[src/sv/assert_macros.svh]
// Assertion helpers shared by the RTL.
`ifndef ASSERT_MACROS_SVH
`define ASSERT_MACROS_SVH

// Checked on every rising edge of clk, off while rst is high.
`define ASSERT_CLK(label, prop, msg) \
  label: assert property (@(posedge clk) disable iff (rst) prop) else $error(msg);

// Checked on every rising edge of clk, also during reset.
`define ASSERT_CLK_ALWAYS(label, prop, msg) \
  label: assert property (@(posedge clk) prop) else $error(msg);

`endif

[src/sv/lgr_pkg.sv]
`default_nettype none

package lgr_pkg;

  localparam int ROW_W = 64;
  localparam int CFG_W = 7;

  localparam logic [CFG_W-1:0] ROW_WIDTH_RESET = 7'd64;

  localparam logic [3:0] BIRTH_COUNT  = 4'd3;
  localparam logic [3:0] SURVIVE_LOW  = 4'd2;
  localparam logic [3:0] SURVIVE_HIGH = 4'd3;

  // result queue
  localparam int QDEPTH = 4;
  localparam int QPTR_W = $clog2(QDEPTH);
  localparam int QCNT_W = $clog2(QDEPTH + 1);

  typedef struct packed {
    logic [ROW_W-1:0] row_bits;
    logic             first_row;
    logic             last_row;
  } life_in_t;

  typedef struct packed {
    logic [ROW_W-1:0] next_row;
    logic             last;
  } life_out_t;

  // columns below w are in use
  function automatic logic [ROW_W-1:0] width_mask(input logic [CFG_W-1:0] w);
    logic [ROW_W-1:0] m;
    for (int c = 0; c < ROW_W; c++) begin
      m[c] = (CFG_W'(c) < w);
    end
    return m;
  endfunction

  // one generation of the middle row; rows come in already masked
  function automatic logic [ROW_W-1:0] life_row(input logic [ROW_W-1:0] up,
                                                 input logic [ROW_W-1:0] mid,
                                                 input logic [ROW_W-1:0] dn);
    logic [ROW_W+1:0] a;
    logic [ROW_W+1:0] m;
    logic [ROW_W+1:0] b;
    logic [3:0]       n;
    logic [ROW_W-1:0] res;
    // padded by one dead column on each side: column c sits at c+1
    a = {1'b0, up, 1'b0};
    m = {1'b0, mid, 1'b0};
    b = {1'b0, dn, 1'b0};
    for (int c = 0; c < ROW_W; c++) begin
      n = 4'(a[c]) + 4'(a[c+1]) + 4'(a[c+2]) + 4'(m[c]) + 4'(m[c+2])
        + 4'(b[c]) + 4'(b[c+1]) + 4'(b[c+2]);
      if (m[c+1]) begin
        res[c] = (n >= SURVIVE_LOW) && (n <= SURVIVE_HIGH);
      end else begin
        res[c] = (n == BIRTH_COUNT);
      end
    end
    return res;
  endfunction

endpackage

`default_nettype wire

[src/sv/life_generation_rows.sv]
// Channel   Direction  Handshake             Payload
// in        to block   in_valid / in_stall   lgr_pkg::life_in_t  (row_bits, first_row, last_row)
// out       from block out_valid / out_stall lgr_pkg::life_out_t (next_row, last)
// cfg       to block   cfg_wr_en             cfg_wr_data = row_width
//
// One row transfer per cycle while the result queue has room; all 64 columns are computed
// side by side while the row sits in the input register. Its results (none, one, or
// two on a last row) enter a 4-entry result queue from that register; out_valid rises
// once they are in the queue. A last row closing a pending row uses two output transfers.
// rst is synchronous; it clears the row history and the queue, row_width goes to 64.
// A held out_stall fills the queue, then in_stall rises.
`default_nettype none

`include "assert_macros.svh"

module life_generation_rows #(
  parameter int MAX_WIDTH = 64
) (
  input  wire logic                            clk,
  input  wire logic                            rst,
  input  wire logic                            in_valid,
  output      logic                            in_stall,
  input  wire lgr_pkg::life_in_t               in_data,
  output      logic                            out_valid,
  input  wire logic                            out_stall,
  output      lgr_pkg::life_out_t              out_data,
  input  wire logic                            cfg_wr_en,
  input  wire logic [lgr_pkg::CFG_W-1:0]       cfg_wr_data
);

  localparam int RW = lgr_pkg::ROW_W;

  // configuration
  logic [lgr_pkg::CFG_W-1:0] row_width;
  logic [lgr_pkg::CFG_W-1:0] used_w;
  logic [RW-1:0]             mask;

  always_ff @(posedge clk) begin
    if (rst) begin
      row_width <= lgr_pkg::ROW_WIDTH_RESET;
    end else if (cfg_wr_en) begin
      row_width <= cfg_wr_data;
    end
  end

  // widths above the column limit act as the limit
  assign used_w = (row_width > lgr_pkg::CFG_W'(MAX_WIDTH))
                ? lgr_pkg::CFG_W'(MAX_WIDTH) : row_width;
  assign mask = lgr_pkg::width_mask(used_w);

  // input register
  logic              a_valid;
  lgr_pkg::life_in_t a_item;
  logic              a_adv;
  logic              in_xfer;

  assign in_stall = a_valid && !a_adv;
  assign in_xfer  = in_valid && !in_stall;

  always_ff @(posedge clk) begin
    if (rst) begin
      a_valid <= 1'b0;
    end else if (in_xfer) begin
      a_valid <= 1'b1;
    end else if (a_adv) begin
      a_valid <= 1'b0;
    end
  end

  always_ff @(posedge clk) begin
    if (in_xfer) begin
      a_item <= in_data;
    end
  end

  // row history
  logic [RW-1:0] upper_row;
  logic [RW-1:0] middle_row;
  logic          row_pending;

  // a first row drops whatever grid was in progress
  logic          pend_eff;
  logic [RW-1:0] up_eff;
  logic [RW-1:0] mid_eff;
  logic [RW-1:0] cur;
  logic [RW-1:0] res_mid;
  logic [RW-1:0] res_cur;
  logic [1:0]    push_n;

  assign pend_eff = row_pending && !a_item.first_row;
  // history rows were masked on arrival, but width may have changed since
  assign up_eff   = pend_eff ? (upper_row & mask) : '0;
  assign mid_eff  = pend_eff ? (middle_row & mask) : '0;
  assign cur      = a_item.row_bits & mask;

  assign res_mid = lgr_pkg::life_row(up_eff, mid_eff, cur) & mask;
  assign res_cur = lgr_pkg::life_row(mid_eff, cur, '0) & mask;

  assign push_n = {1'b0, pend_eff} + {1'b0, a_item.last_row};

  // result queue
  lgr_pkg::life_out_t               q_mem [lgr_pkg::QDEPTH];
  logic [lgr_pkg::QPTR_W-1:0]       wr_ptr;
  logic [lgr_pkg::QPTR_W-1:0]       rd_ptr;
  logic [lgr_pkg::QCNT_W-1:0]       count;
  logic [lgr_pkg::QCNT_W-1:0]       q_free;
  logic                             pop;
  lgr_pkg::life_out_t               slot0;
  lgr_pkg::life_out_t               slot1;
  logic [lgr_pkg::QCNT_W-1:0]       push_cnt;

  // free space from registered count only, so in_stall never sees out_stall
  assign q_free   = lgr_pkg::QCNT_W'(lgr_pkg::QDEPTH) - count;
  assign a_adv    = a_valid && (lgr_pkg::QCNT_W'(push_n) <= q_free);
  assign push_cnt = a_adv ? lgr_pkg::QCNT_W'(push_n) : '0;
  assign pop      = out_valid && !out_stall;

  // pending row's result goes first, the last row's own result after it
  assign slot0.next_row = pend_eff ? res_mid : res_cur;
  assign slot0.last     = !pend_eff;
  assign slot1.next_row = res_cur;
  assign slot1.last     = 1'b1;

  always_ff @(posedge clk) begin
    if (a_adv && (push_n != 2'd0)) begin
      q_mem[wr_ptr] <= slot0;
    end
    if (a_adv && (push_n == 2'd2)) begin
      q_mem[wr_ptr + lgr_pkg::QPTR_W'(1)] <= slot1;
    end
  end

  always_ff @(posedge clk) begin
    if (rst) begin
      wr_ptr <= '0;
      rd_ptr <= '0;
      count  <= '0;
    end else begin
      wr_ptr <= wr_ptr + lgr_pkg::QPTR_W'(push_cnt);
      if (pop) begin
        rd_ptr <= rd_ptr + lgr_pkg::QPTR_W'(1);
      end
      count <= count + push_cnt - lgr_pkg::QCNT_W'(pop);
    end
  end

  assign out_valid = (count != '0);
  assign out_data  = q_mem[rd_ptr];

  // history update as the row leaves the input register; the held rows keep
  // the mask of their own arrival
  always_ff @(posedge clk) begin
    if (rst) begin
      upper_row   <= '0;
      middle_row  <= '0;
      row_pending <= 1'b0;
    end else if (a_adv) begin
      if (a_item.last_row) begin
        upper_row   <= '0;
        middle_row  <= '0;
        row_pending <= 1'b0;
      end else begin
        upper_row   <= pend_eff ? middle_row : '0;
        middle_row  <= cur;
        row_pending <= 1'b1;
      end
    end
  end

  // checks
  `ASSERT_CLK(a_q_bound, count <= lgr_pkg::QCNT_W'(lgr_pkg::QDEPTH), "result queue overfilled")
  `ASSERT_CLK(a_last_clears, a_adv && a_item.last_row |=> !row_pending, "pending row after last row")
  `ASSERT_CLK(a_push_fits, a_adv |-> (count + lgr_pkg::QCNT_W'(push_n) <= lgr_pkg::QCNT_W'(lgr_pkg::QDEPTH)), "push beyond free space")

endmodule

`default_nettype wire

[config.mk]
export PLATFORM = sky130hd
export DESIGN_NAME = life_generation_rows
export DESIGN_NICKNAME = d
export VERILOG_FILES = /design/src/sv/lgr_pkg.sv /design/src/sv/life_generation_rows.sv
export VERILOG_INCLUDE_DIRS = /design/src /design/src/sv
export SDC_FILE = /design/constraint.sdc
export NUM_CORES = 2
export LEC_CHECK = 0
export BUFFER_PORTS_ARGS = -buffer_cell sky130_fd_sc_hd__clkbuf_2
export CAP_MARGIN = 15
export CORE_MARGIN = 3
export CORE_UTILIZATION = 50
export CTS_CLUSTER_SIZE = 10
export DETAILED_ROUTE_END_ITERATION = 10
export GPL_ROUTABILITY_DRIVEN = 0
export PLACE_DENSITY = 0.67
export SKIP_CTS_REPAIR_TIMING = 1
export SYNTH_ARGS = -nofsm -noshare
export SYNTH_HDL_FRONTEND = slang
export SYNTH_SLANG_ARGS = --single-unit
[constraint.sdc]
create_clock -name clk -period 7.94 [get_ports clk]
set_input_delay 0.397 -clock clk [delete_from_list [all_inputs] [get_ports clk]]
set_output_delay 0.397 -clock clk [all_outputs]
set_load 0.01 [all_outputs]
=== Word-level counts from Yosys, hierarchy flattened ===
Memory sizes are Yosys's and may differ from the RTL's. A register that Yosys moved wholly into a read port is not among the register bits.
Cells that the tools add are included.

* Add/subtract/negate cells: 699
* Shifts and indexed selects: 0
* Magnitude comparators: 322
* Multiplexer cells: 145
* Bitwise operators: 5
* Eq/ne operators: 129
* Reduce and logical (&&, ||, !) cells: 143
* $mul: 0
* Div/mod/pow operators: 0

{| class="wikitable"
|+ Operators with widths
! cell !! number
|-
| adder 4 x 1 -> 4 bit || 315
|-
| == test 4 x 2 -> 1 bit (second input constant) || 127
|-
| >= comparator 4 x 2 -> 1 bit (second input constant) || 127
|-
| <= comparator 4 x 2 -> 1 bit (second input constant) || 127
|-
| adder 3 x 1 -> 4 bit || 125
|-
| two-way mux 64 bit || 6
|-
| adder 2 x 1 -> 3 bit || 126
|-
| bitwise AND 64 bit || 5
|-
| adder 1 x 1 -> 2 bit || 127
|-
| less-than comparator 6 x 7 -> 1 bit (first input constant) || 32
|-
| logical AND 1 bit || 135
|-
| two-way mux 1 bit || 135
|-
| less-than comparator 5 x 7 -> 1 bit (first input constant) || 16
|-
| less-than comparator 4 x 7 -> 1 bit (first input constant) || 8
|-
| less-than comparator 3 x 7 -> 1 bit (first input constant) || 4
|-
| less-than comparator 1 x 7 -> 1 bit (first input constant) || 2
|-
| less-than comparator 2 x 7 -> 1 bit (first input constant) || 2
|-
| > comparator 7 bit (second input constant) || 1
|-
| two-way mux 7 bit || 1
|-
| two-way mux 2 bit || 3
|-
| zero test 1 bit || 5
|-
| adder 2 x 1 -> 2 bit (second input constant) || 2
|-
| nonzero test 2 bit || 2
|-
| adder 3 x 2 -> 3 bit || 1
|-
| other kinds (9) || 9
|}

* Input port bits: 78
* Word-level logic and storage cells: 1,455
* Output and inout bits: 67
* Memory bits (writable): 260
* Flip-flop bits (word level): 210
* Memory bits (read-only): 0
* Memories: 1
* Bits in latches: 0

{| class="wikitable"
|+ Memory list
! name !! depth !! width !! rd ports !! clocked after Yosys merged registers in !! write ports !! line !! text
|-
| q_mem || 4 || 65 || 1 || 1 || 2 || life_generation_rows.sv:102 || <nowiki>lgr_pkg::life_out_t q_mem [lgr_pkg::QDEPTH];</nowiki>
|}

=== Depth between registers and ports, before layout ===
* Depth after elaboration: 17
* Mapped depth: 23
* Mapped depth without buffers: 18

=== Least setup slack after synthesis ===
OpenSTA, ideal clock, no wires.

* Path type: register to register
* From: reg a_item[1] in the netlist's numbering
* To: reg a_item[0] in the netlist's numbering, enable pin
* Cell stages (with the launch flop): 14
* Arrival time: 5.351 ns
* Clock period less this slack: 5.848 ns
* Slack: 2.092 ns
* Required time: 7.442 ns
* Cells stage by stage: edfxtp_1 > and2b_1 > buf_4 > buf_4 > buf_2 > buf_2 > buf_2 > ha_1 > ha_1 > nor2b_4 > o211ai_2 > buf_2 > nor2_1 > nor2b_1

* Word-level cells in the longest chain between the ends: 9

{| class="wikitable"
|+ Ends and longest elaborated chain
! item !! line !! text
|-
| start: declaration || life_generation_rows.sv:53 || <nowiki>lgr_pkg::life_in_t a_item;</nowiki>
|-
| start signal: assignment || life_generation_rows.sv:72 || <nowiki>a_item <= in_data;</nowiki>
|-
| zero test 1 bit || life_generation_rows.sv:90 || <nowiki>assign pend_eff = row_pending && !a_item.first_row;</nowiki>
|-
| logical AND 1 bit || life_generation_rows.sv:90 ||
|-
| adder 1 x 1 -> 2 bit || life_generation_rows.sv:99 || <nowiki>assign push_n = {1'b0, pend_eff} + {1'b0, a_item.last_row};</nowiki>
|-
| <= comparator 2 x 3 -> 1 bit || life_generation_rows.sv:114 || <nowiki>assign a_adv = a_valid && (lgr_pkg::QCNT_W'(push_n) <= q_free);</nowiki>
|-
| logical AND 1 bit || life_generation_rows.sv:114 ||
|-
| zero test 1 bit || life_generation_rows.sv:57 || <nowiki>assign in_stall = a_valid && !a_adv;</nowiki>
|-
| logical AND 1 bit || life_generation_rows.sv:57 ||
|-
| net in_stall || life_generation_rows.sv:22 || <nowiki>output logic in_stall,</nowiki>
|-
| zero test 1 bit || life_generation_rows.sv:58 || <nowiki>assign in_xfer = in_valid && !in_stall;</nowiki>
|-
| logical AND 1 bit || life_generation_rows.sv:58 ||
|-
| net in_xfer || life_generation_rows.sv:55 || <nowiki>logic in_xfer;</nowiki>
|}

The timed path passes the listed nets, and every way through them passes these cells.
A chain may end at the register's enable or synchronous reset.

==> impl_metrics.tcl <==
set metrics [dict create \
    yosys_most_used_dff "edfxtp_1" \
    regArea_um2 12700 \
    p_int_w 0.00512 \
    synth_area_leader_cell "edfxtp_1" \
    worst_slew_pin_slew_ps 1180 \
    synth_nets 4244 \
    path_buf_inv 2 \
    syn_inst 3523 \
    cp_slowest_stage_delay_ps 890 \
    dr.first_iter.drc_count 3082 \
    cts_root_buf "clkbuf_16" \
    die_h_um 278 \
    p_comb_share_pct 32.6 \
    critPathArrivalTime_ps 6520 \
    fillers 6303 \
    end_kind "flip-flop" \
    multiInputGateArea_um2 21500 \
    via_per_inst 6.07 \
    grtUsageTotal_pct 29.1 \
    rrSetupSlack_ps 1860 \
    syn_avg_cell_area_um2 10.5 \
    rr_worst_depth 13 \
    cts_buffers 57 \
    setup_ws_ps 1860 \
    p_switching_w 0.00289 \
    ant_nets 0 \
    cpMostUsedCell "fa_1" \
    drt-pass1-iter-count 6 \
    core_um2 73100 \
    initial_utilization_pct 50.6 \
    cts_max_level 2 \
    grt_max_degree 139 \
    pwr-share-clk_pct 30.4 \
    synthArstFlopShare_pct 0 \
    max_freq_mhz 165 \
    hpwl_um 76600 \
    synth_edf_count 322 \
    worstSetupStartpointType "flip-flop" \
    finalWirelength_um 111000 \
    ys_warn_count 0 \
    path_clk_slew_ps 60 \
    synth.top_cell.area_share_pct 26.1 \
    setup_tns_ps 0 \
    routedWlPerCell_um 23.9 \
    slowest_stage "dfxtp_1" \
    rsz0062_at_grt "no" \
    synth.cell_area_um2 37000 \
    ys_seq_area_share_pct 34.3 \
    hold-path-cell-count 1 \
    ios 145 \
    power.leakage_nw 16.9 \
    die-area_um2 77300 \
    status "finished, final reports clean" \
    ys_seq_elements 472 \
    min_path_type "in2reg" \
    drive_above_1_share_pct 10.6 \
    met3_usage_pct 7.38 \
    port_buffers 144 \
    fin_crit_sh_pct 76.5 \
    hold_viol 0 \
    ys_types 72 \
    vias 28288 \
    cts.path.max_buffers 3 \
    cts_tree "yes" \
    fin_nets 4376 \
    reg2reg_to "q_mem[0][46]" \
    power_density_nw_per_um2 197 \
    first_global_vias 28062 \
    grtUsageMet1_pct 40.6 \
    fin_crit_ps 6080 \
    crit_chain "nand2_1 -> o31ai_2 -> nand3_1 -> fa_1 -> fa_1 -> fa_1 -> inv_1 -> ha_1 -> inv_1 -> fa_1 -> a2111oi_0 -> o21ai_0 -> o22ai_1" \
    gr-total-overflow 0 \
    cp_top_family "adder cells" \
    required_ps 8380 \
    grt_pass1_wl_um 172000 \
    r2r-start "row_width[3]" \
    core.rowCount 99 \
    irDropWorstVdd_mv 0.227 \
    max-slew-margin-rel_pct 21.6 \
    setup_violations 0 \
    synthTopCellsByArea "edfxtp_1, fa_1, ha_1, dfxtp_1, inv_1" \
    fin_skew_ps 23.5 \
    crit_type "reg2reg" \
    die_width_um 278 \
    post-place-ws_ps 2040 \
    swShare_pct 36.1 \
    netlist_top_cells_count "inv_1, fa_1, edfxtp_1" \
    startpoint "row_width[3]" \
    synth_most_common_cell "inv_1" \
    crit_fanout 26 \
    hold_end "a_item[31]" \
    cts_sinks 472 \
    grt_most_used_layer "met2" \
    met2_usage_pct 44.0 \
    drv_slew 0 \
    maxCapViolations 0 \
    drcViolationCount 0 \
    area_growth_pct 10.3 \
    worstHoldStart "in_data[31]" \
    antenna_found_initial 9 \
    pwr-share-seq_pct 37.0 \
    clk_latency_ps 620 \
]
[cells by family after synthesis]
group / after synthesis / share of synthesized area, %
adders and majority gates: 643 / 29.5
AOI/OAI and AO/OA: 767 / 13.2
and+or+nand+nor: 848 / 10.9
muxes: 78 / 4.31
xor gates and xnor gates: 6 / 0.142
buffers and inverters: 709 / 7.76
DFF: 472 / 34.3
[worst max-delay path by stage]
stage / to / depth (start not counted)
floorplan: a_item[0] / 13
global placement: q_mem[0][46] / 13
detailed placement: q_mem[0][46] / 13
CTS: q_mem[0][46] / 13
global route: q_mem[0][46] / 13
finish: q_mem[0][46] / 13
[power by group through the flow]
stage	Clock, W	Sequential, W	Combinational, W
after floorplan	0	0.00290	0.00174
after global placement	0	0.00302	0.00250
after detailed placement	0	0.00302	0.00257
after CTS	0.00247	0.00297	0.00258
after global routing	0.00256	0.00299	0.00290
final	0.00244	0.00297	0.00261
[final cells by class]
class                   instances  area share (%)
inverters                     539            4.96
well taps                     959            2.94
flip-flops and latches        472            31.1
multi-input cells            2342            52.8
diodes                          2          0.0123
clock buffers                  96            4.03
clock inverters                 9           0.101
repair buffers                243            4.05
[registers in the layout, indices dropped and copies added (netlist names), named ones only]
name         cells
a_item          66
a_valid          1
count            3
middle_row      64
q_mem          260
rd_ptr           2
row_pending      1
row_width        7
upper_row       64
wr_ptr           2
[metal layers]
layer	vias to the layer above	share of wire, %
met2	1463	44
met1	13886	40
li1	12650	-
met3	277	12
met4	12	4.5
met5	-	0.066
[stage by stage]
stage	std cells	util, %	power [W]	area [um2]	hold slack [ps]
global placement	4490	52.6	0.00552	38500	434
detailed placement	4490	52.6	0.00559	38500	439
global route	4660	55.8	0.00845	40800	1.56
floorplan	3523	-	0.00464	37000	427
finish	4662	55.8	0.00802	40800	19.5
CTS	4595	54.9	0.00802	40100	-78.2
[cell usage in the layout (no fill, tap or decap), drive strengths merged, types with 150 or more instances in the layout]
cell type  synthesis  final
ha               264    264
nand3            176    176
inv              539    540
dfxtp            150    150
clkbuf            75    240
o21ai            159    159
fa               379    379
a21oi            169    169
nor2             208    208
nand2            243    243
o22ai            225    225
edfxtp           322    322
Note: power is estimated with default switching activity, not from simulation.
